## config.mk

```make
export PLATFORM = sky130hd
export DESIGN_NAME = dbp_queue
export DESIGN_NICKNAME = d
export VERILOG_FILES = /design/src/hdl/dbp_pkg.sv /design/src/hdl/dbp_queue.sv
export SDC_FILE = /design/constraint.sdc
export NUM_CORES = 1
export LEC_CHECK = 0
export BUFFER_PORTS_ARGS = -buffer_cell sky130_fd_sc_hd__buf_2
export CORE_MARGIN = 5
export CORE_UTILIZATION = 51
export CTS_CLUSTER_DIAMETER = 60
export CTS_CLUSTER_SIZE = 40
export DETAILED_ROUTE_END_ITERATION = 10
export GPL_ROUTABILITY_DRIVEN = 0
export PLACE_DENSITY = 0.75
export RECOVER_POWER = 100
export SLEW_MARGIN = 20
export SYNTH_ARGS = -nofsm -noshare
export SYNTH_HDL_FRONTEND = slang
export SYNTH_SLANG_ARGS = --single-unit
export TNS_END_PERCENT = 30
```

## constraint.sdc

```tcl
create_clock -name clock -period 1.71 [get_ports clock]
set_input_delay 0.0855 -clock clock [delete_from_list [all_inputs] [get_ports clock]]
set_output_delay 0.0855 -clock clock [all_outputs]
set_load 0.1 [all_outputs]
```

## src/hdl/dbp_pkg.sv

```systemverilog
// Shared types and constants for the spectrum bin dB smoothing / peak-hold block.
// Used by every module under hdl/; depends on nothing.
package dbp_pkg;

   localparam int BIN_W          = 11;
   localparam int MAG_W          = 32;
   localparam int LVL_W          = 16;
   localparam int LOG_W          = 21;   // unsigned Q5.16 log2 result
   localparam int LOG_LAT        = 18;   // two normalize stages + 16 squaring stages
   localparam int QUEUE_DEPTH    = 4;
   localparam int QA_W           = 2;
   localparam int DEF_MAX_BINS   = 2048;
   localparam int DEF_DB_FRAC    = 8;

   localparam logic signed [23:0] LOG2_FLOOR_Q16 = -24'sd1306235;
   localparam logic signed [47:0] DB_PER_LOG2_Q16 = 48'sd394566;
   localparam logic signed [23:0] MAG_OFF_11 = 24'sd1966080;           // 30 * 2^16
   localparam logic signed [23:0] MAG_OFF_12 = 24'sd2031616;           // 31 * 2^16
   localparam logic signed [23:0] TILT_OFF_11 = 24'sd1374014;          // 11*2^16 + log2(1000)
   localparam logic signed [23:0] TILT_OFF_12 = 24'sd1439550;          // 12*2^16 + log2(1000)

   // Register map indexes
   localparam logic [2:0] REG_FFT_ORDER    = 3'd0;
   localparam logic [2:0] REG_SAMPLE_RATE  = 3'd1;
   localparam logic [2:0] REG_TILT_SLOPE   = 3'd2;
   localparam logic [2:0] REG_SMOOTH_COEFF = 3'd3;
   localparam logic [2:0] REG_FLOOR_DB     = 3'd4;
   localparam logic [2:0] REG_CEILING_DB   = 3'd5;
   localparam logic [2:0] REG_PEAK_DECAY   = 3'd6;

   localparam logic [3:0]  RST_FFT_ORDER    = 4'd11;
   localparam logic [17:0] RST_SAMPLE_RATE  = 18'd44100;
   localparam logic [11:0] RST_TILT_SLOPE   = 12'd0;
   localparam logic [15:0] RST_SMOOTH_COEFF = 16'd26214;
   localparam logic [15:0] RST_FLOOR_DB     = 16'hA600;   // -90 dB
   localparam logic [15:0] RST_CEILING_DB   = 16'h0600;   // +6 dB
   localparam logic [11:0] RST_PEAK_DECAY   = 12'd128;

   typedef struct packed {
      logic               order12;
      logic [17:0]        sample_rate;
      logic [11:0]        tilt_slope;
      logic signed [15:0] floor_db;
      logic signed [15:0] ceiling_db;
   } front_cfg_type;

   typedef struct packed {
      logic [15:0]        smooth_coeff;
      logic signed [15:0] floor_db;
      logic [11:0]        peak_decay;
   } back_cfg_type;

   typedef struct packed {
      logic [BIN_W-1:0]       bin;
      logic signed [LVL_W-1:0] level;
      logic                   last;
   } q_item_type;

endpackage

```

## src/hdl/dbp_queue.sv

```systemverilog
// Short FIFO between the front and back parts.
// Depends on dbp_pkg for the item type and depth.
module dbp_queue (
   input  logic                clock,
   input  logic                reset,
   input  logic                push,
   input  dbp_pkg::q_item_type din,
   output logic                full,
   input  logic                pop,
   output logic                nonempty,
   output dbp_pkg::q_item_type dout
);
   import dbp_pkg::*;

   q_item_type      slot_ff [0:QUEUE_DEPTH-1];
   logic [QA_W-1:0] wr_ff, rd_ff;
   logic [QA_W:0]   cnt_ff, cnt_in;

   assign full     = (cnt_ff == (QA_W+1)'(QUEUE_DEPTH));
   assign nonempty = (cnt_ff != '0);
   assign dout     = slot_ff[rd_ff];

   always_comb begin
      cnt_in = cnt_ff;
      if (push && !pop) cnt_in = cnt_ff + 1'b1;
      if (pop && !push) cnt_in = cnt_ff - 1'b1;
   end

   always_ff @(posedge clock) begin
      if (reset) begin
         wr_ff  <= '0;
         rd_ff  <= '0;
         cnt_ff <= '0;
      end else begin
         if (push) wr_ff <= wr_ff + 1'b1;
         if (pop)  rd_ff <= rd_ff + 1'b1;
         cnt_ff <= cnt_in;
      end
   end

   always_ff @(posedge clock) begin
      if (push) slot_ff[wr_ff] <= din;
   end

endmodule

```

==> flow_metrics.tcl <==
set metrics [dict create \
    coreArea_mm2 0.008678 \
    chipHeight_um 104.2 \
    io_pins 62 \
    ys_seq_area_frac 0.7830 \
    hold_path.class "input pin to register" \
    clock_path_buffers 2 \
    crit-reg2reg-launch "wr_ff[0]" \
    ir_worst_vdd_mv 0.8578 \
    final.setup_skew_ns 0.01219 \
    rsz0062_at_grt "true" \
    r2r_slack_ns 0.09 \
    cts_num_sinks 121 \
    synth_xor_area_frac 0.009677 \
    drt-vias-per-instance 5.326 \
    worstSetupEndpointType "output port" \
    required_ns 1.62 \
    ys_ff_latch 121 \
    netlist_area_mm2 0.004526 \
    status "complete, but fails checks" \
    die_area_mm2 0.01086 \
    slowest_stage "mux4_2" \
    yosys-top-cells-area "edfxtp_1, mux4_2, mux4_1, dfxtp_1, ha_1" \
    final-setup-viol-count 28 \
    layout-drive-gt1-share 0.3260 \
    max_freq_mhz 524.5 \
    hold_violations 0 \
    synth_top_family_by_area "multiplexers" \
    fp-row-count 34 \
    grt_pass1_vias 2504 \
    drv_slew 0 \
    die_x_um 104.2 \
    tightest_slew_ns 0.7735 \
    clock_latency_ns 0.51 \
    clock-root-buffer "clkbuf_8" \
    worstPathCellList "buf_12 > mux4_2 > buf_12" \
    areaGrowthSynthToFinish_pct 37.52 \
    max-slew-margin-rel 0.4843 \
    crit_path_max_incr_delay_ns 0.57 \
    antenna_found_initial 0 \
    hp-start "din[26]" \
    yosys.area.top_type "edfxtp_1" \
    initial_core_util 0.5215 \
    cp_common_cell "buf_12" \
    syn_avg_cell_area_um2 23.45 \
    grt_overflow 0 \
    drtIter0Drc 88 \
    placement.io_buffers 61 \
    worst_setup_path_start_kind "register" \
    critPathKind "register to output port" \
    postRouteAntennaNets 0 \
    period_share 1.115 \
    maxCapViolations 0 \
    p_per_area_mw_per_mm2 1383 \
    r2r_cells 3 \
    vias 2274 \
    final_nets 344 \
    muxShareOfSynthArea 0.1482 \
    fin_util 0.7171 \
    wl_per_cell_um 18.95 \
    cts_inserted_buffers 17 \
    netlist.area_leader.share 0.7432 \
    cts_tree "done" \
    reg2reg_to "slot_ff[0][1]" \
    grt.total_usage 0.1605 \
    yosysUniqueCellTypes 21 \
    whs_path_depth 2 \
    wl_um 8093 \
    synth_compound_area_frac 0.003318 \
    worst_slack_ns -0.1964 \
    cp.arrival_ns 1.82 \
    ys_warn_count 0 \
    cp_max_fo 15 \
    first_pass_iters 4 \
    min_period_ns 1.906 \
    hold_end "slot_ff[0][26]" \
    htreeDepth 4 \
    grt_pass1_wl_um 13150 \
    syn_inst 193 \
    synthesis.nets 231 \
    clkTransAtPathRegs_ns 0.06 \
    num_antenna_cells 0 \
    synth-simple-area-share 0.01714 \
    cellLeakagePower_nw 2.146 \
    drc 0 \
    place_ws_ns 0.06535 \
    hpwl_um 4838 \
    finalSetupTns_ns -4.668 \
    violations "setup timing" \
    grt_max_degree 29 \
    synth_fa_ha_area_frac 0.01825 \
    fin_hold_ws_ns 0.3775 \
]
[final cells by class]
class,instances,area (um2)
clock buffer,17,414.1
clock inverter,15,151.4
fill,550,2455
inverter,6,22.52
multi-input combinational,59,868.3
sequential,121,3547
tap,108,135.1
timing repair buffer,101,1085
[state kept, by name, indices dropped and copies added (netlist names), named ones only]
signal,flops
cnt_ff,3
rd_ff,2
slot_ff,112
wr_ff,2
[Yosys cell counts (all sizes together)]
cell,count
a21oi,2
and2,4
and3,1
buf,6
clkbuf,1
dfxtp,9
edfxtp,112
fa,1
ha,5
inv,6
mux2i,1
mux4,28
nand2,1
nor2,8
o21ai,1
or3,2
xnor2,2
xor2,3
[per-layer routing]
layer / GRT usage / wire, um / vias to the layer above / part of all wire
li1: - / - / 1018 / -
met1: 0.1899 / 3252 / 1182 / 0.40
met2: 0.2696 / 4391 / 65 / 0.54
met3: 0.06269 / 371 / 9 / 0.046
met4: 0.05273 / 77 / 0 / 0.0095
met5: 0 / 0 / - / 0
[worst max-delay path by stage]
stage	to	slack, ns	depth (start not counted)	start
2_1_floorplan	slot_ff[2][0]	0.08	3	wr_ff[0]
3_3_place_gp	slot_ff[0][11]	0.13	3	wr_ff[0]
3_5_place_dp	slot_ff[0][11]	0.07	3	wr_ff[0]
4_1_cts	dout[10]	-0.23	3	register
5_1_grt	dout[10]	-0.27	3	register
6_report	dout[1]	-0.20	3	register
[critical path: cells and delay by family, from the launching register on]
kind | cells | cell delay, ns
buf+inv | 2 | 0.37
flops | 1 | 0.37
mux | 1 | 0.57
[what timing repair did]
| action | CTS | global route |
|---|---|---|
| hold buffers | 32 | 0 |
| endpoints found under the setup margin | 28 | 29 |
| endpoints found under the hold margin | 121 | 0 |
| buffers inserted | 0 | 0 |
| resized for setup | 9 | 2 |
| cloned | 0 | 0 |
[logic make-up (layout without fill, tap and decap cells)]
logic type / count (synthesis) / after routing
adder cells (fa/ha/maj): 6 / 6
AO/OA/AOI/OAI: 3 / 3
buffers and inverters: 13 / 139
XOR/XNOR: 5 / 5
multiplexers: 29 / 29
flip-flops: 121 / 121
AND/OR/NAND/NOR: 16 / 16
[placed cells by master (no fill, tap or decap), drive strengths merged]
master         n
a21oi          2
and2           4
and3           1
buf           35
bufinv         2
clkbuf        51
clkinv         7
clkinvlp       4
dfxtp          9
dlygate4sd3   32
edfxtp       112
fa             1
ha             5
inv            8
mux2i          1
mux4          28
nand2          1
nor2           8
o21ai          1
or3            2
xnor2          2
xor2           3
[report_power, final]
group / leakage, nW / switching (mW) / internal, mW
Sequential: 1.10 / 0.0465 / 3.40
Clock: 0.266 / 1.24 / 2.07
Combinational: 0.776 / 1.19 / 0.669
Total: 2.15 / 2.48 / 6.13
[metrics by stage]
stage	power, mW	instances	area (um2)
after floorplan	4.673	193	4526
after global placement	5.283	363	5420
after detailed placement	5.317	363	5420
after CTS	8.696	427	6279
after global routing	8.899	427	6223
final	8.605	427	6223
Power figures use the tool's default switching activity.
